`config.mk`:
```
export PLATFORM = sky130hd
export DESIGN_NAME = sem_queue
export DESIGN_NICKNAME = d
export VERILOG_FILES = /design/src/rtl/sem_pkg.sv /design/src/rtl/sem_queue.sv
export SDC_FILE = /design/constraint.sdc
export NUM_CORES = 1
export LEC_CHECK = 0
export BUFFER_PORTS_ARGS = -buffer_cell sky130_fd_sc_hd__buf_2
export CORE_MARGIN = 8
export CORE_UTILIZATION = 50
export CTS_BUF_LIST = sky130_fd_sc_hd__clkbuf_2 sky130_fd_sc_hd__clkbuf_4 sky130_fd_sc_hd__clkbuf_8
export DETAILED_ROUTE_END_ITERATION = 12
export GPL_ROUTABILITY_DRIVEN = 1
export PLACE_DENSITY = 0.74
export SETUP_SLACK_MARGIN = 0.4
export SYNTH_ARGS = -nofsm -noshare
export SYNTH_HDL_FRONTEND = slang
export SYNTH_SLANG_ARGS = --single-unit
export TNS_END_PERCENT = 1
```
`constraint.sdc`:
```
create_clock -name clk -period 8.12 [get_ports clk]
set_clock_uncertainty 0.05 [all_clocks]
set_input_delay 0.406 -clock clk [delete_from_list [all_inputs] [get_ports clk]]
set_output_delay 0.406 -clock clk [all_outputs]
set_load 0.1 [all_outputs]
```
`src/rtl/sem_pkg.sv`:
```
// ----------------------------------------------------------------------------
// sem_pkg
// Shared types and constants for the stream error metrics block.
// ----------------------------------------------------------------------------
`default_nettype none
package sem_pkg;

	localparam int unsigned SampleW = 16;
	localparam int unsigned CountW  = 25;
	localparam int unsigned SumW    = 58;
	localparam int unsigned RelW    = 32;

	// configuration register indexes
	localparam logic CfgMaskEnable   = 1'b0;
	localparam logic CfgMissingValue = 1'b1;

	// closed run summary handed from the accumulator to the finisher
	typedef struct packed {
		logic signed [SampleW-1:0] run_min;
		logic signed [SampleW-1:0] run_max;
		logic [SampleW-1:0]        max_err;
		logic [SumW-1:0]           sq_sum;
		logic [CountW-1:0]         count;
		logic                      seen;
	} run_sum_t;

	typedef struct packed {
		logic signed [SampleW-1:0] range_min;
		logic signed [SampleW-1:0] range_max;
		logic [SampleW-1:0]        max_abs_error;
		logic [SampleW-1:0]        rms_error;
		logic [RelW-1:0]           rel_max_error;
		logic [RelW-1:0]           norm_rms_error;
		logic [CountW-1:0]         valid_count;
		logic                      none_valid;
	} result_t;

	typedef struct packed {
		logic signed [SampleW-1:0] original_sample;
		logic signed [SampleW-1:0] recon_sample;
		logic                      last_pair;
	} pair_t;

endpackage
`default_nettype wire

```
`src/rtl/sem_queue.sv`:
```
// ----------------------------------------------------------------------------
// sem_queue
// Two-entry queue of closed run summaries between front and back.
// ----------------------------------------------------------------------------
`default_nettype none
module sem_queue
	import sem_pkg::*;
(
	input  wire logic     clk,
	input  wire logic     arst_n,
	input  wire run_sum_t wr_data,
	input  wire logic     push,
	output logic          full,
	output run_sum_t      rd_data,
	output logic          not_empty,
	input  wire logic     pop
);

	run_sum_t  mem_q [2];
	logic      wp_q, rp_q;
	logic [1:0] cnt_q;

	assign full      = cnt_q[1];
	assign not_empty = cnt_q != 2'd0;
	assign rd_data   = mem_q[rp_q];

	// storage
	always_ff @(posedge clk) begin
		if (push) mem_q[wp_q] <= wr_data;
	end

	// pointers
	always_ff @(posedge clk or negedge arst_n) begin
		if (!arst_n) begin
			wp_q <= 1'b0; rp_q <= 1'b0; cnt_q <= 2'd0;
		end else begin
			if (push) wp_q <= ~wp_q;
			if (pop) rp_q <= ~rp_q;
			cnt_q <= cnt_q + {1'b0, push} - {1'b0, pop};
		end
	end

endmodule
`default_nettype wire

```
==> out/qor.txt <==
worst stage delay on the critical path: 1.11 ns
number of cell rows: 51
vias: 5247
CP arrival: 3.39 ns
Yosys warning count: 0
Filler cells: 1301
critical path type: register to output port
first-pass GRT wire length: 31100 um
kind of start point of the critical path: register
hold_sp: wr_data[39]
post-cts sizing count: 0
hold-critical path endpoint: mem_q[1][39]
Final Max Tran Viols: 0
RSZ-0062 raised after global routing: no
post-synthesis sequential area ratio: 80.3%
vias in the first global route: 5804
Final period util: 47.4%
global route overflow: 0
commonest non-fill, non-tap cell in the layout: buf_2
drt wl/cell: 19.3 um
Syn-to-layout area delta: 30.3%
status: complete, no violations
Cell Area, Placed: 0.0116 mm2
Worst-path clk slew: 0.06 ns
post-synthesis cell area: 0.0100 mm2
Clock Sinks: 268
mux cell area share after synthesis: 17.5%
synthesized-area fraction occupied by adder cells: 0.250%
Max Cap Violations: 0
Clock Path Buffers: 3
number of routed nets with antenna violations: 0
cells after synthesis: 425
Synth Register Bits: 268
Final Net Count: 927
Setup violations, final: 0
Post-CTS Hold Fix Bufs: 62
largest family of logic cells by synthesized area: multiplexers
top post-synthesis cells by area: edfxtp_1, mux2_4, mux2_2
commonest cells after routing, fill and taps aside: buf_2, edfxtp_1, mux2_4
top-area cell type share of the netlist area: 79.3%
I/O pin count: 270
Die Wd: 157 um
synthesized area per cell: 23.5 um2
XOR/XNOR Fraction of Synth Area: 0.413%
FMAX: 0.260 GHz
crit path cell chain: buf_4, mux2_2, buf_2
Tot GR Track Use: 16.5%
area leader, netlist: edfxtp_1
Root Buffer: clkbuf_8
total core area: 0.0195 mm2
DP HPWL: 13600 um
clock tree from TritonCTS: yes
setup_tns: 0 ns
worst endpoint required time: 7.66 ns
Setup Buffers After CTS: 0
Period minus WS final: 3.85 ns
H-tree Lvls: 2
antenna violations before repair: 0
drt first pass iters: 6
design area: 0.0130 mm2
Min-Delay Path Class: primary input to register
Final Hold Fails: 0
Reg2Reg Depth: 2
Placer Congestion: 0.761
PortBufs: 269
slowest stage cell, crit path: dfrtp_4
slew margin rel.: 28.3%
Iter 0 DRT Violations: 277
drc violations: 0
Vias/cell: 4.85
maximum net fanout on the critical path: 72
r2r endpoint: mem_q[1][79]
total die area: 0.0248 mm2
cts bufs inserted: 42
Distinct cells, synth: 13
complex-gate fraction of the synthesized area: 0%
RR Startpoint: wp_q
hold depth: 1
R2R setup slack: 5.59 ns
Synthesized Nets: 563
Synth Area in Simple Gates: 0.188%
ratio of cells with drive above 1 in the final layout: 58.3%
worst hold slack: 0.0384 ns
Initial Util: 51.2%
CP endpoint kind: output port
worst slew pin tran: 1.08 ns
drt total wl: 20900 um
Die H: 157 um
worst skew pair latency: 0.51 ns
pin count of the biggest net entering global routing: 73
==> critical path: cells and delay by family, from the launching register on <==
kind                   cells  cell delay, ns
flip-flops                 1            1.11
multiplexers               1            0.31
buffers and inverters      2            1.36
==> metal layers <==
metal	up-vias	part of all wire [%]	GRT usage (%)
li1	2423	-	-
met4	0	1.7	4.85
met1	2555	38	19.0
met3	34	11	6.17
met2	235	50	28.2
met5	-	0	0
==> cell usage after synthesis, drive strengths merged <==
cell	n
or2	1
xor2	2
inv	2
mux2	132
nor2b	1
ha	2
xor3	1
edfxtp	264
buf	15
dfrtp	4
and2	1
==> cells by family (layout without fill, tap and decap cells) <==
kind of cell               after synthesis  after routing
muxes                                  132            132
DFF                                    268            268
and+or+nand+nor                          3              3
other                                    0              1
adders and majority gates                2              2
xor gates and xnor gates                 3              3
buffers and inverters                   17            408
==> state kept, by name, summed over array words and instances, names as in the netlist <==
| name | flops |
|---|---|
| mem_q | 264 |
| rp_q | 1 |
| cnt_q | 2 |
| wp_q | 1 |
==> stage by stage <==
step                      util, %  cells  setup WS (ns)
after CTS                    66.7   1081           4.18
final                        66.7   1082           4.27
after global placement       59.4    948           4.77
after floorplan                 -    425           1.20
after detailed placement     59.4    948           4.76
after global routing         66.7   1081           4.05
==> worst max-delay path by stage <==
stage,start,end,cells after the start
2_1_floorplan,wp_q,mem_q[0][0],1
3_3_place_gp,rp_q,rd_data[91],3
3_5_place_dp,rp_q,rd_data[131],3
4_1_cts,rp_q,rd_data[131],3
5_1_grt,rp_q,rd_data[131],3
6_report,rp_q,rd_data[131],3
==> cell type report <==
type,instances,area (um2),share of cell area [%]
antenna,1,2.50,0.0192
clock buffer,62,747,5.73
clock inverter,9,65.1,0.499
inverter,2,7.51,0.0576
multi-input combinational,140,1840,14.2
sequential,268,8030,61.7
tap,265,332,2.55
timing repair buffer,335,2000,15.3
Power is not shown: default switching activity piles up to over one toggle a cycle in this logic, so the estimate is an artifact.
