File: config.mk
export PLATFORM = sky130hd
export DESIGN_NAME = sem_finish_flat
export DESIGN_NICKNAME = d
export VERILOG_FILES = /design/src/rtl/sem_pkg.sv /design/src/rtl/sem_stream_if.sv /design/src/rtl/sem_finish.sv /design/src/flat_wrapper.sv
export SDC_FILE = /design/constraint.sdc
export NUM_CORES = 1
export LEC_CHECK = 0
export BUFFER_PORTS_ARGS = -buffer_cell sky130_fd_sc_hd__buf_2
export CORE_MARGIN = 4
export CORE_UTILIZATION = 32
export CTS_CLUSTER_DIAMETER = 30
export DETAILED_ROUTE_END_ITERATION = 16
export GPL_ROUTABILITY_DRIVEN = 0
export GPL_TIMING_DRIVEN = 0
export HOLD_SLACK_MARGIN = 0.08
export SYNTH_ARGS = -nofsm -noshare
export SYNTH_HDL_FRONTEND = slang
export SYNTH_SLANG_ARGS = --single-unit
File: constraint.sdc
create_clock -name clk -period 5.1 [get_ports clk]
set_clock_uncertainty 0.05 [all_clocks]
set_input_delay 0 -clock clk [delete_from_list [all_inputs] [get_ports clk]]
set_output_delay 0 -clock clk [all_outputs]
set_load 0.02 [all_outputs]
File: src/rtl/sem_pkg.sv
// ----------------------------------------------------------------------------
// sem_pkg
// Shared types and constants for the stream error metrics block.
// ----------------------------------------------------------------------------
`default_nettype none
package sem_pkg;

	localparam int unsigned SampleW = 16;
	localparam int unsigned CountW  = 25;
	localparam int unsigned SumW    = 58;
	localparam int unsigned RelW    = 32;

	// configuration register indexes
	localparam logic CfgMaskEnable   = 1'b0;
	localparam logic CfgMissingValue = 1'b1;

	// closed run summary handed from the accumulator to the finisher
	typedef struct packed {
		logic signed [SampleW-1:0] run_min;
		logic signed [SampleW-1:0] run_max;
		logic [SampleW-1:0]        max_err;
		logic [SumW-1:0]           sq_sum;
		logic [CountW-1:0]         count;
		logic                      seen;
	} run_sum_t;

	typedef struct packed {
		logic signed [SampleW-1:0] range_min;
		logic signed [SampleW-1:0] range_max;
		logic [SampleW-1:0]        max_abs_error;
		logic [SampleW-1:0]        rms_error;
		logic [RelW-1:0]           rel_max_error;
		logic [RelW-1:0]           norm_rms_error;
		logic [CountW-1:0]         valid_count;
		logic                      none_valid;
	} result_t;

	typedef struct packed {
		logic signed [SampleW-1:0] original_sample;
		logic signed [SampleW-1:0] recon_sample;
		logic                      last_pair;
	} pair_t;

endpackage
`default_nettype wire

File: src/rtl/sem_stream_if.sv
// ----------------------------------------------------------------------------
// sem_stream_if
// Valid/ready stream channel carrying one payload word.
// ----------------------------------------------------------------------------
`default_nettype none
interface sem_stream_if #(
	parameter type payload_t = logic
);
	logic     valid;
	logic     ready;
	payload_t data;

	modport source (output valid, output data, input ready);
	modport sink   (input valid, input data, output ready);
endinterface
`default_nettype wire

File: src/rtl/sem_finish.sv
// ----------------------------------------------------------------------------
// sem_finish
// Back part: mean square, square root, Q16.16 ratios, output register.
// ----------------------------------------------------------------------------
`default_nettype none
module sem_finish
	import sem_pkg::*;
(
	input  wire logic     clk,
	input  wire logic     arst_n,
	input  wire run_sum_t run_sum,
	input  wire logic     run_avail,
	output logic          run_pop,
	sem_stream_if.source  res
);

	typedef enum logic [5:0] {
		ST_IDLE = 6'b000001,
		ST_DIV  = 6'b000010,
		ST_SQRT = 6'b000100,
		ST_RMAX = 6'b001000,
		ST_RRMS = 6'b010000,
		ST_OUT  = 6'b100000
	} fin_state_t;

	// divisor holds either a pair count or a range
	localparam int unsigned     DenW      = CountW;
	localparam logic [5:0]      MeanLast  = 6'(SumW - 1);
	localparam logic [5:0]      RatioLast = 6'(RelW - 1);
	localparam logic [SumW-1:0] SqrtTop   = SumW'(1) << (SumW - 2);

	fin_state_t         st_q;
	run_sum_t           rs_q;
	logic [5:0]         step_q;
	// shared restoring divider, quotient bits shift in behind the dividend
	logic [SumW-1:0]    dnum_q;
	logic [DenW-1:0]    drem_q;
	logic [DenW-1:0]    dden_q;
	// square root
	logic [SumW-1:0]    sx_q;
	logic [SumW-1:0]    sroot_q;
	logic [SumW-1:0]    sbit_q;
	logic [SampleW-1:0] rms_q;
	logic [RelW-1:0]    rel1_q;
	logic [SampleW:0]   range;
	logic               zero_range;
	logic [DenW:0]      rtry;
	logic               dge;
	logic [DenW-1:0]    drem_nx;
	logic [SumW-1:0]    dnum_nx;
	logic [SumW-1:0]    stry;
	logic               sge;
	logic [SumW-1:0]    sroot_nx;
	result_t            out_q;
	logic               ovalid_q;
	logic               out_load;

	assign range      = (SampleW+1)'(rs_q.run_max) - (SampleW+1)'(rs_q.run_min);
	assign zero_range = (range == '0);

	// one divider step
	assign rtry    = {drem_q, dnum_q[SumW-1]};
	assign dge     = rtry >= {1'b0, dden_q};
	assign drem_nx = dge ? DenW'(rtry - {1'b0, dden_q}) : DenW'(rtry);
	assign dnum_nx = {dnum_q[SumW-2:0], dge};

	// one square root step
	assign stry     = sroot_q + sbit_q;
	assign sge      = sx_q >= stry;
	assign sroot_nx = sge ? (sroot_q >> 1) + sbit_q : sroot_q >> 1;

	assign run_pop   = (st_q == ST_IDLE) && run_avail;
	assign out_load  = (st_q == ST_OUT) && (!ovalid_q || res.ready);
	assign res.valid = ovalid_q;
	assign res.data  = out_q;

	// sequencing
	always_ff @(posedge clk or negedge arst_n) begin
		if (!arst_n) begin
			st_q <= ST_IDLE;
		end else begin
			case (st_q)
				ST_IDLE: if (run_avail) st_q <= ST_DIV;
				ST_DIV:  if (step_q == MeanLast) st_q <= ST_SQRT;
				ST_SQRT: if (sbit_q == SumW'(1)) st_q <= ST_RMAX;
				ST_RMAX: if (step_q == RatioLast) st_q <= ST_RRMS;
				ST_RRMS: if (step_q == RatioLast) st_q <= ST_OUT;
				ST_OUT:  if (out_load) st_q <= ST_IDLE;
				default: st_q <= ST_IDLE;
			endcase
		end
	end

	// divide, root and ratio datapath
	always_ff @(posedge clk) begin
		case (st_q)
			ST_IDLE: begin
				rs_q   <= run_sum;
				dnum_q <= run_sum.sq_sum;
				drem_q <= '0;
				dden_q <= run_sum.count;
				step_q <= '0;
			end
			ST_DIV: begin
				// one quotient bit per cycle
				dnum_q  <= dnum_nx;
				drem_q  <= drem_nx;
				step_q  <= step_q + 1'b1;
				sx_q    <= (rs_q.count == '0) ? '0 : dnum_nx;
				sroot_q <= '0;
				sbit_q  <= SqrtTop;
			end
			ST_SQRT: begin
				// one root bit per cycle
				if (sge) sx_q <= sx_q - stry;
				sroot_q <= sroot_nx;
				sbit_q  <= sbit_q >> 2;
				rms_q   <= sroot_nx[SampleW-1:0];
				// set up max error over range
				dnum_q  <= {rs_q.max_err, {(SumW-SampleW){1'b0}}};
				drem_q  <= '0;
				dden_q  <= DenW'(range);
				step_q  <= '0;
			end
			ST_RMAX: begin
				if (step_q == RatioLast) begin
					rel1_q <= dnum_nx[RelW-1:0];
					// set up rms over range
					dnum_q <= {rms_q, {(SumW-SampleW){1'b0}}};
					drem_q <= '0;
					step_q <= '0;
				end else begin
					dnum_q <= dnum_nx;
					drem_q <= drem_nx;
					step_q <= step_q + 1'b1;
				end
			end
			ST_RRMS: begin
				dnum_q <= dnum_nx;
				drem_q <= drem_nx;
				step_q <= step_q + 1'b1;
			end
			default: ;
		endcase
	end

	// result register
	always_ff @(posedge clk) begin
		if (out_load) begin
			out_q.range_min      <= rs_q.run_min;
			out_q.range_max      <= rs_q.run_max;
			out_q.max_abs_error  <= rs_q.max_err;
			out_q.rms_error      <= rms_q;
			out_q.rel_max_error  <= zero_range ? '0 : rel1_q;
			out_q.norm_rms_error <= zero_range ? '0 : dnum_q[RelW-1:0];
			out_q.valid_count    <= rs_q.count;
			out_q.none_valid     <= !rs_q.seen;
		end
	end

	// result valid
	always_ff @(posedge clk or negedge arst_n) begin
		if (!arst_n) begin
			ovalid_q <= 1'b0;
		end else if (out_load) begin
			ovalid_q <= 1'b1;
		end else if (res.ready) begin
			ovalid_q <= 1'b0;
		end
	end

endmodule
`default_nettype wire

File: src/flat_wrapper.sv
// flat-port wrapper written by rule: the top's interface ports become plain ports
module sem_finish_flat import sem_pkg::*;
  (clk, arst_n, run_sum, run_avail, run_pop, res_valid, res_data, res_ready);
  sem_stream_if res_i ();
  input  wire logic clk;
  input  wire logic arst_n;
  input  wire run_sum_t run_sum;
  input  wire logic run_avail;
  output logic run_pop;
  output wire logic [$bits(res_i.valid)-1:0] res_valid;
  output wire logic [$bits(res_i.data)-1:0] res_data;
  input wire logic [$bits(res_i.ready)-1:0] res_ready;
  assign res_valid = res_i.valid;
  assign res_data = res_i.data;
  assign res_i.ready = res_ready;
  sem_finish u_core (.clk(clk), .arst_n(arst_n), .run_sum(run_sum), .run_avail(run_avail), .run_pop(run_pop), .res(res_i));
endmodule
==> summary.md, run 1 <==
| Metric | Value |
|---|---|
| CP most frequent cell | nand2_1 |
| Final setup fails | 0 |
| Share of flip-flops with an asynchronous set or reset | 15.9% |
| Non-filler cells, final | ~250 |
| Reg2reg path depth | 3 |
| Synth Instances | ~150 |
| Worst setup path class | flop to flop |
| Syn_area_per_cell | 13.1 um2 |
| Setup WS pre-CTS | around 2.6 ns |
| Slew Limit Fails | 0 |
| Worst Hold Class | input port to asynchronous set/reset pin |
| Instance count on the critical path | 3 |
| Fin nets | between 300 and 400 |
| TNS Setup | 0 ns |
| Clock sinks | 44 |
| Die area | about 0.0075 mm2 |
| Initial drt markers | between 50 and 60 |
| Crit end category | flop |
| Fmax achieved | roughly 400 MHz |
| Port bufs | 7 |
| Commonest non-fill, non-tap cell in the layout | edfxtp_1 |
| Minimum clock period | between 2 and 3 ns |
| Mapped Nets | ~290 |
| Slowest-stage cell, CP | nand2_1 |
| Vias per cell | ~4.7 |
| Synth Flop Type | edfxtp_1 |
| DR WL/cell | 13.0 um |
| Synth Register Bits | 44 |
| First-pass DRT Iterations | 4 |
| Slowest stage delay, CP | between 0.9 and 1 ns |
| First-pass GRT wire length | 5450 um |
| DRC | 0 |
| R2r setup slk | 2.59 ns |
| Final ANT Viol Nets | 0 |
| Post-DP Area | ~0.0021 mm2 |
| Post-DP HPWL | around 2200 um |
| Clk root buf | clkbuf_8 |
| Sequential share of the synthesized area | between 60% and 70% |
| Pwr/cell area | about 490 mW/mm2 |
| Global route overflow | 0 |
| Fin. Hold Viols | 0 |
| Final WL | about 3200 um |
| Num rows | 28 |
| Number of synthesized flops with an enable pin | 37 |
| Cell family with most CP delay | simple AND/OR/NAND/NOR gates |
| Die H | between 80 and 90 um |
| Max clock buf depth | 2 |
| Worst setup SP type | flop |
| Via count | between 1,000 and 1,500 |
| Cells along the critical path | nor4_4 -> nand2_1 -> nand2_1 |
| CTS tree | yes |
| Layout cells sized above 1 | between 10% and 20% |
| Worst EP required | 4.97 ns |
| CTS clk-pin slew, worst paths | roughly 0.080 ns |
| Critical path buffers and inverters | 0 |
| Largest net degree at the start of global routing | 30 |
| # fillers | 580 |
| Status | complete, no violations |
| DIE WIDTH | approximately 87 um |
| LEAKAGE | 0.803 nW |
| Synth warn | 0 |
| # diodes | 0 |
| Initial antenna violation count | 0 |
| Vias in the first global route | approximately 1,200 |
| Final instance area | 0.00224 mm2 |
| Peak supply drop | approximately 0.21 mV |
| Tot GR Track Use | under 10% |
| Slew @ Worst Pin | around 1.1 ns |
| Placed cell count | about 230 |
| Max Fanout on Critical Path | 29 |
| Post-Syn Area | 0.00198 mm2 |
| Max H-tree Level | 2 |
| RSZ-0062 raised after global routing | no |
| Worst slew margin | a little under a quarter |
| CORE AREA | between 0.005 and 0.006 mm2 |
| Clock latency on the worst-skew pair | between 0.2 and 0.3 ns |
| Initial core utilization | roughly 33% |
| Post-layout worst setup margin | 2.59 ns |
| Max Cap Viol | 0 |
| Fin crit share | slightly below 50% |
| Area grow syn2layout | 13.3% |
| Reg-to-reg startpoint | u_core.st_q[5]$_DFFE_PN0P_ |
| Yosys cell types | 42 |
| Commonest cells after routing, fill and taps aside | edfxtp_1 (37), and2_1 (30), buf_2 (8) |
| R2r endpoint | u_core.sbit_q[28]$_SDFFCE_PN0N_ |
| Num CTS Buffers | 5 |
| IO Count | around 140 |
| Worst Path Arrival | between 2 and 2.5 ns |
## layout make-up
cell class              count  area (um2)  share of cell area, %
plain buffers               4        17.5                  0.781
clock buffers               6        72.6                   3.23
clock inverters             2        11.3                  0.502
inverters                   7        26.3                   1.17
multi-input cells          96         649                   28.9
flip-flops and latches     44        1290                   57.4
well taps                  75        93.8                   4.18
repair buffers             12        85.1                   3.79
## worst reg2reg max path: stages, from the launching register on
cell	delay (ns)
dfrtp_1	0.49
nor4_4	0.40
nand2_1	0.27
nand2_1	0.91
## synth_stat cells (all sizes together) (2+ instances only)
| cell | n | area (um2) |
|---|---|---|
| edfxtp | 37 | 1110 |
| and2 | 30 | 188 |
| nor4 | 8 | 80.1 |
| inv | 7 | 26.3 |
| a21oi | 6 | 30.0 |
| dfrtp | 6 | 150 |
| nand2 | 6 | 22.5 |
| nor2 | 5 | 18.8 |
| o21ai | 5 | 28.8 |
| nor2b | 4 | 27.5 |
| clkbuf | 3 | 12.5 |
| nor3 | 3 | 15.0 |
| ha | 2 | 25.0 |
| nand3 | 2 | 10.0 |
| nand4 | 2 | 12.5 |
| o211ai | 2 | 15.0 |
| xnor2 | 2 | 17.5 |
| xor2 | 2 | 17.5 |
## kinds of logic after synthesis
kind of cell,after synthesis,share of synthesized area (%)
XOR/XNOR,4,1.77
AND/OR/NAND/NOR,69,22.6
adder cells (fa/ha/maj),2,1.26
buffers and inverters,11,2.21
multiplexers,1,0.505
AO/OA/AOI/OAI,20,6.70
flip-flops,44,65.0
## flip-flops by register name, indices dropped and copies added (netlist names)
register / cells
u_core.res.valid: 1
u_core.rs_q: 1
u_core.st_q: 6
u_core.res.data: 1
u_core.sbit_q: 29
u_core.step_q: 6
## where the power goes
group          switching, W  internal [W]  total [W]  leakage, nW
clock network      0.000114     0.0000950   0.000209       0.0388
logic              0.000171      0.000101   0.000272        0.316
registers         0.0000706      0.000555   0.000626        0.448
## per-stage QoR
stage	total power, W	hold slack (ns)	util, %
2_1_floorplan	0.000828	-0.346	-
3_3_place_gp	0.000907	-0.202	35.4
3_5_place_dp	0.000909	-0.206	35.4
4_1_cts	0.00113	0.125	37.7
5_1_grt	0.00119	0.147	37.7
6_report	0.00111	0.159	37.7
## per-layer routing
layer	share of wire, %	up-vias	wire [um]	track usage [%]
met5	0	-	0	0
met4	1.5	0	49	3.82
met3	3.2	6	102	3.14
met2	43	9	1390	13.6
met1	52	539	1670	13.1
li1	-	591	-	-
## timing repair
item	in CTS	in global routing
hold buffers	5	0
endpoints found under the hold margin	13	0
gates resized for setup	0	0
buffers inserted	0	0
## how the worst max path moves through the flow
stage	start	to	slack, ns
2_1_floorplan	u_core.st_q[0]$_DFFE_PN1P_	u_core.sbit_q[0]$_SDFFCE_PN0N_	2.95
3_3_place_gp	u_core.st_q[0]$_DFFE_PN1P_	u_core.sbit_q[42]$_SDFFCE_PN0N_	2.56
3_5_place_dp	u_core.st_q[0]$_DFFE_PN1P_	u_core.sbit_q[44]$_SDFFCE_PN0N_	2.56
4_1_cts	u_core.st_q[0]$_DFFE_PN1P_	u_core.sbit_q[42]$_SDFFCE_PN0N_	2.55
5_1_grt	u_core.st_q[5]$_DFFE_PN0P_	u_core.sbit_q[28]$_SDFFCE_PN0N_	2.36
6_report	u_core.st_q[5]$_DFFE_PN0P_	u_core.sbit_q[28]$_SDFFCE_PN0N_	2.59
(Power assumes the default switching activity.)
==> run 2: changes to the inputs <==
- PLACE_DENSITY: unset -> 0.67
- clock period: 5.1 -> 2.1 ns (I/O delays scaled with it)
==> run 2 against run 1 <==
  * Clock power grew to 3.0 times the previous value
  * Worst hold slack lost 0.0074 ns
  * Total power rose to 2.6 times the previous value
  * Die area unchanged
  * Maximum frequency increased by 27%
  * Sequential share of layout area is 0.88 points lower
  * Clock-buffer cell count is 1 lower
  * Utilization grew 0.59 points
==> summary.md, run 2 (synthesis gave the netlist of run 1 again) <==
| Metric | Value |
|---|---|
| DIE WIDTH | 86.7 um (unchanged) |
| Slowest-stage cell, CP | dfrtp_1 (was nand2_1) |
| Final total power | 0.00283 W (was 0.00111 W) |
| Worst setup path class | flop to flop (unchanged) |
| Clk root buf | clkbuf_8 (unchanged) |
| IO Count | 139 (unchanged) |
| Worst EP required | 2.00 ns (was 4.97 ns) |
| Max Fanout on Critical Path | 29 (unchanged) |
| Combinational share of power | 24.1% (was 24.5%) |
| Post-DP HPWL | 2240 um (was 2150 um) |
| Global route overflow | 0 (unchanged) |
| Pwr/cell area | 1240 mW/mm2 (was 493 mW/mm2) |
| DR WL/cell | 13.2 um (was 13.0 um) |
| Peak supply drop | 0.519 mV (was 0.210 mV) |
| Int Power | 0.00194 W (was 0.000751 W) |
| Slew @ Worst Pin | 0.483 ns (was 1.14 ns) |
| Largest net degree at the start of global routing | 30 (unchanged) |
| Minimum clock period | 1.97 ns (was 2.51 ns) |
| Regs by FF count | u_core.sbit_q (29), u_core.st_q (6), u_core.step_q (6) (unchanged) |
| Area grow syn2layout | 15.0% (was 13.3%) |
| Worst slew margin | 67.5% (was 23.7%) |
| Switch share | 31.3% (was 32.1%) |
| Die H | 86.7 um (unchanged) |
| Clock latency on the worst-skew pair | 0.29 ns (about the same) |
| Fin nets | 308 (unchanged) |
| Clock sinks | 44 (unchanged) |
| Vias in the first global route | 1,225 (was 1,162) |
| Via count | 1,174 (was 1,145) |
| Num CTS Buffers | 5 (unchanged) |
| CTS tree | yes (unchanged) |
| Initial drt markers | 50 (was 54) |
| Final instance area | 0.00228 mm2 (was 0.00224 mm2) |
| Worst setup SP type | flop (unchanged) |
| Flop pwr share | 53.6% (was 56.5%) |
| Port bufs | 7 (unchanged) |
| LEAKAGE | 0.820 nW (was 0.803 nW) |
| Slowest stage delay, CP | 0.50 ns (was 0.91 ns) |
| First-pass GRT wire length | 5600 um (was 5450 um) |
| # diodes | 0 (unchanged) |
| Final setup fails | 0 (unchanged) |
| Commonest non-fill, non-tap cell in the layout | edfxtp_1 (unchanged) |
| Cells along the critical path | nor4_4 -> nand2_1 -> nand2_4 (was nor4_4 -> nand2_1 -> nand2_1) |
| DRC | 0 (unchanged) |
| Max Cap Viol | 0 (unchanged) |
| Commonest cells after routing, fill and taps aside | edfxtp_1 (37), and2_1 (30), buf_2 (8) (unchanged) |
| Switching power total | 0.000884 W (was 0.000356 W) |
| Max clock buf depth | 2 (unchanged) |
| CORE AREA | 0.00596 mm2 (unchanged) |
| Setup bufs post-CTS | 0 (unchanged) |
| Clock power share | 22.3% (was 18.9%) |
| First-pass DRT Iterations | 4 (unchanged) |
| Fin crit share | 93.9% (was 49.1%) |
| Worst Path Arrival | 1.87 ns (was 2.37 ns) |
| Layout cells sized above 1 | 13.5% (was 12.3%) |
| Slew Limit Fails | 0 (unchanged) |
| # fillers | 556 (was 580) |
| Final ANT Viol Nets | 0 (unchanged) |
| Largest register FFs | 29 (unchanged) |
| Worst Hold Class | input port to asynchronous set/reset pin (unchanged) |
| Largest Register | u_core.sbit_q (unchanged) |
| Vias per cell | 4.77 (was 4.65) |
| Final WL | 3260 um (was 3210 um) |
| Reg2reg path depth | 3 (unchanged) |
| Num rows | 28 (unchanged) |
| Max H-tree Level | 2 (unchanged) |
| Crit end category | flop (unchanged) |
| Fmax achieved | 507 MHz (was 399 MHz) |
| Post-DP Area | 0.00211 mm2 (about the same) |
| Initial antenna violation count | 0 (unchanged) |
| Fin. Hold Viols | 0 (unchanged) |
| Tot GR Track Use | 9.58% (was 9.43%) |
| RSZ-0062 raised after global routing | no (unchanged) |
| Initial core utilization | 33.3% (unchanged) |
| CTS clk-pin slew, worst paths | 0.08 ns (about the same) |
| Status | complete, no violations (unchanged) |
| Die area | 0.00751 mm2 (unchanged) |
## run 2: path summary, 6_finish.rpt
path,slack (ns),end,from
hold / removal,0.15,u_core.st_q[0]$_DFFE_PN1P_,arst_n
max in group asynchronous,1.12,u_core.st_q[2]$_DFFE_PN0P_,arst_n
setup / recovery,0.13,u_core.sbit_q[50]$_SDFFCE_PN0N_,u_core.st_q[5]$_DFFE_PN0P_
setup reg to reg,0.13,u_core.sbit_q[50]$_SDFFCE_PN0N_,u_core.st_q[5]$_DFFE_PN0P_
min in group clk,0.38,u_core.rs_q[0]$_DFFE_PP_,run_sum[0]
hold reg to reg,0.47,u_core.res.data$_DFFE_PP_,u_core.rs_q[0]$_DFFE_PP_
## run 2: power groups by stage
stage | Sequential (W) | Combinational [W] | Clock (W)
floorplan | 0.00148 | 0.000529 | 0
global placement | 0.00153 | 0.000661 | 0
detailed placement | 0.00154 | 0.000679 | 0
CTS | 0.00152 | 0.000693 | 0.000656
global route | 0.00155 | 0.000766 | 0.000695
finish | 0.00152 | 0.000681 | 0.000631
## run 2: cell type report
class	instances	area [um2]	area share, %
Multi-Input combinational cell	96	657	28.8
Clock buffer	5	68.8	3.02
Inverter	7	26.3	1.15
Timing Repair Buffer	12	85.1	3.73
Tap cell	75	93.8	4.12
Buffer	4	17.5	0.769
Sequential cell	44	1290	56.5
Clock inverter	3	42.5	1.87
## run 2: worst max-delay path: cells and delay by family, from the launching register on
family	cells	cell delay, ns
DFF	1	0.50
and+or+nand+nor	3	1.08
## run 2: timing repair
item                                   in CTS  in global routing
hold buffers                                5                  0
endpoints found under the hold margin      13                  0
gates resized for setup                     1                  0
setup endpoints to repair                  29                  0
## run 2: stage by stage
stage                     instances  util [%]  setup slack, ns  TNS (ns)  hold slack (ns)
after global routing            246      38.3           0.0156         0            0.156
final                           246      38.3            0.128         0            0.151
after CTS                       246      38.3            0.109         0            0.134
after floorplan                 151         -            0.237         0           -0.346
after detailed placement        233      35.5          -0.0637     -1.83           -0.208
after global placement          233      35.5          -0.0482     -1.39           -0.205
## run 2: layer usage
layer | share of wire (%) | global-route usage, % | vias to the layer above
met5 | 0 | 0 | -
met4 | 1.8 | 4.25 | 0
met3 | 2.3 | 2.85 | 5
met2 | 45 | 14.6 | 11
met1 | 51 | 12.6 | 568
li1 | - | - | 590
==> run 3: changes to the inputs <==
--- a/config.mk
+++ b/config.mk
@@ -13,3 +13,2 @@
 export GPL_ROUTABILITY_DRIVEN = 0
-export GPL_TIMING_DRIVEN = 0
 export HOLD_SLACK_MARGIN = 0.08
==> constraint.sdc (replaced) <==
create_clock -name clk -period 1.7 [get_ports clk]
set_clock_uncertainty 0.05 [all_clocks]
set_input_delay 0.085 -clock clk [delete_from_list [all_inputs] [get_ports clk]]
set_output_delay 0.085 -clock clk [all_outputs]
set_load 0.02 [all_outputs]
==> run 3 against run 2 <==
  * Final area rose by 5.1%
  * Global-route usage rose by 0.25 points
  * Sequential share of layout area fell by 2.7 points
  * Die area did not move
  * Clock power rose by 27%
  * Clock-buffer cell count did not move
  * Routed wire length rose by 3.9%
  * Non-clock buffer count rose by 8
  * Cell count rose by 3.3%
  * Critical path type is now flop to output port
  * Largest cell class unchanged
==> summary.md, run 3 (synthesis gave the netlist of run 1 again) <==
| Metric | Value |
|---|---|
| Pwr/cell area | 1590 mW/mm2 (was 1240 mW/mm2) |
| Slew Limit Fails | 0 (unchanged) |
| Reg-to-reg startpoint | u_core.st_q[2]$_DFFE_PN0P_ (was u_core.st_q[5]$_DFFE_PN0P_) |
| Layout cells sized above 1 | 24.0% (was 13.5%) |
| Minimum clock period | around 1.7 ns |
| Worst setup path class | flop to output port (was flop to flop) |
| First-pass DRT Iterations | 4 (unchanged) |
| Max H-tree Level | 2 (unchanged) |
| Commonest non-fill, non-tap cell in the layout | edfxtp_1 (unchanged) |
| Vias in the first global route | 1,200 (was 1,225) |
| Area grow syn2layout | 20.9% (was 15.0%) |
| Global route overflow | 0 (unchanged) |
| Worst slew margin | 76.3% (was 67.5%) |
| Worst setup SP type | flop (unchanged) |
| CTS tree | yes (unchanged) |
| LEAKAGE | 0.876 nW (was 0.820 nW) |
| Worst Hold Class | input port to asynchronous set/reset pin (unchanged) |
| # fillers | 565 (was 556) |
| Num CTS Buffers | 5 (unchanged) |
| Final WL | 3380 um (was 3260 um) |
| Initial antenna violation count | 0 (unchanged) |
| Via count | 1,219 (was 1,174) |
| Die H | 86.7 um (unchanged) |
| DRC | 0 (unchanged) |
| Clock sinks | 44 (unchanged) |
| Setup WS pre-CTS | 0.0146 ns (was -0.0637 ns) |
| Tot GR Track Use | 9.83% (was 9.58%) |
| # diodes | 0 (unchanged) |
| Commonest cells after routing, fill and taps aside | edfxtp_1 (37), and2_1 (28), buf_4 (12) (was edfxtp_1 (37), and2_1 (30), buf_2 (8)) |
| Port bufs | 7 (unchanged) |
| Hold slack | 0.0925 ns (was 0.151 ns) |
| Regs by FF count | u_core.sbit_q (29), u_core.st_q (6), u_core.step_q (6) (unchanged) |
| Fin nets | 316 (was 308) |
| Status | complete, no violations (unchanged) |
| Num rows | 28 (unchanged) |
| Initial core utilization | 33.3% (unchanged) |
| First-pass GRT wire length | 5780 um (was 5600 um) |
| Reg2reg path depth | 5 (was 3) |
| DIE WIDTH | 86.7 um (unchanged) |
| Final ANT Viol Nets | 0 (unchanged) |
| Post-layout worst setup margin | 0.0418 ns (was 0.128 ns) |
| Worst EP required | 1.56 ns (was 2.00 ns) |
| Die area | 0.00751 mm2 (unchanged) |
| Fin crit share | 97.5% |
| Fmax achieved | ~600 MHz |
| Slew @ Worst Pin | 0.353 ns (was 0.483 ns) |
| Worst Path Arrival | 1.52 ns (was 1.87 ns) |
| IO Count | 139 (unchanged) |
| Clk root buf | clkbuf_8 (unchanged) |
| R2r endpoint | u_core.step_q[2]$_DFFE_PP_ (was u_core.sbit_q[50]$_SDFFCE_PN0N_) |
| CORE AREA | 0.00596 mm2 (unchanged) |
| Largest register FFs | 29 (unchanged) |
| Post-DP HPWL | 2170 um (was 2240 um) |
| Crit end category | output port (was flop) |
| Fin. Hold Viols | 0 (unchanged) |
| Clock latency on the worst-skew pair | 0.30 ns (was 0.29 ns) |
| RSZ-0062 raised after global routing | yes (was no) |
| Vias per cell | 4.80 (was 4.77) |
| CTS clk-pin slew, worst paths | 0.09 ns (was 0.08 ns) |
| Max clock buf depth | 2 (unchanged) |
| DR WL/cell | 13.3 um (was 13.2 um) |
| Slowest-stage cell, CP | dfrtp_1 (unchanged) |
| Largest Register | u_core.sbit_q (unchanged) |
| Slowest stage delay, CP | 0.41 ns (was 0.50 ns) |
| Initial drt markers | 84 (was 50) |
| R2r setup slk | 0.07 ns (was 0.13 ns) |
| Peak supply drop | 0.866 mV (was 0.519 mV) |
| Final setup fails | 0 (unchanged) |
| Max Cap Viol | 0 (unchanged) |
| Cells along the critical path | nor4_4 -> and3b_1 -> and2_4 -> buf_6 (was nor4_4 -> nand2_1 -> nand2_4) |
| Largest net degree at the start of global routing | 30 (unchanged) |
| Max Fanout on Critical Path | 3 (was 29) |
## run 3: cell types whose count changed in the layout (fill, tap and decap cells not counted), moves of 2 or more
cell | previous run | this run
and2_1 | 30 | 28
clkbuf_1 | 2 | 0
and2_4 | 0 | 2
buf_4 | 0 | 12
buf_2 | 8 | 6
## run 3: metal layers
| layer | share of wire, % | vias up | track usage, % | wire (um) |
|---|---|---|---|---|
| met2 | 44 | 13 | 14.6 | 1500 |
| met4 | 1.7 | 0 | 3.40 | 59 |
| met5 | 0 | - | 0 | 0 |
| met3 | 3.0 | 6 | 2.66 | 100 |
| met1 | 51 | 598 | 13.8 | 1720 |
| li1 | - | 602 | - | - |
## run 3: where the power goes
part           leakage, nW  switching [W]  internal (W)
Clock               0.0541       0.000369      0.000435
Combinational        0.374       0.000595      0.000537
Sequential           0.448       0.000224       0.00166
## run 3: layout make-up
type / instances / area, um2 / share of cell area (%)
Multi-Input combinational cell: 96 / 684 / 28.6
Tap cell: 75 / 93.8 / 3.92
Clock inverter: 3 / 42.5 / 1.78
Sequential cell: 44 / 1290 / 53.8
Inverter: 7 / 26.3 / 1.10
Clock buffer: 5 / 68.8 / 2.87
Timing Repair Buffer: 24 / 191 / 7.99
## run 3: what timing repair did
item,4_1_cts,5_1_grt
cloned,0,0
hold buffers,4,0
setup endpoints to repair,3,44
setup buffers,3,0
pin swaps,2,7
endpoints found under the hold margin,11,0
resized for setup,1,9
## run 3: worst max-delay path by stage
stage,start,to,slack (ns)
6_report,u_core.st_q[4]$_DFFE_PN0P_,run_pop,0.04
3_5_place_dp,u_core.st_q[5]$_DFFE_PN0P_,u_core.step_q[4]$_DFFE_PP_,0.01
4_1_cts,u_core.st_q[2]$_DFFE_PN0P_,run_pop,0.006
2_1_floorplan,u_core.st_q[5]$_DFFE_PN0P_,u_core.sbit_q[0]$_SDFFCE_PN0N_,0.03
3_3_place_gp,u_core.st_q[5]$_DFFE_PN0P_,u_core.sbit_q[28]$_SDFFCE_PN0N_,0.02
5_1_grt,u_core.st_q[4]$_DFFE_PN0P_,run_pop,-0.02
## run 3: worst max-delay path, delay by kind of cell (launching register included)
family / cells / cell delay [ns]
buf+inv: 1 / 0.11
flops: 1 / 0.41
simple gates: 3 / 0.70
## run 3: stage by stage
| stage | utilization (%) | total power [W] | std cells | instance area, um2 | TNS [ns] |
|---|---|---|---|---|---|
| floorplan | - | 0.00251 | 151 | 2000 | 0 |
| global placement | 36.9 | 0.00292 | 239 | 2200 | 0 |
| detailed placement | 36.9 | 0.00294 | 239 | 2200 | 0 |
| CTS | 39.8 | 0.00381 | 254 | 2370 | 0 |
| global route | 40.2 | 0.00405 | 254 | 2390 | -0.0167 |
| finish | 40.2 | 0.00382 | 254 | 2390 | 0 |
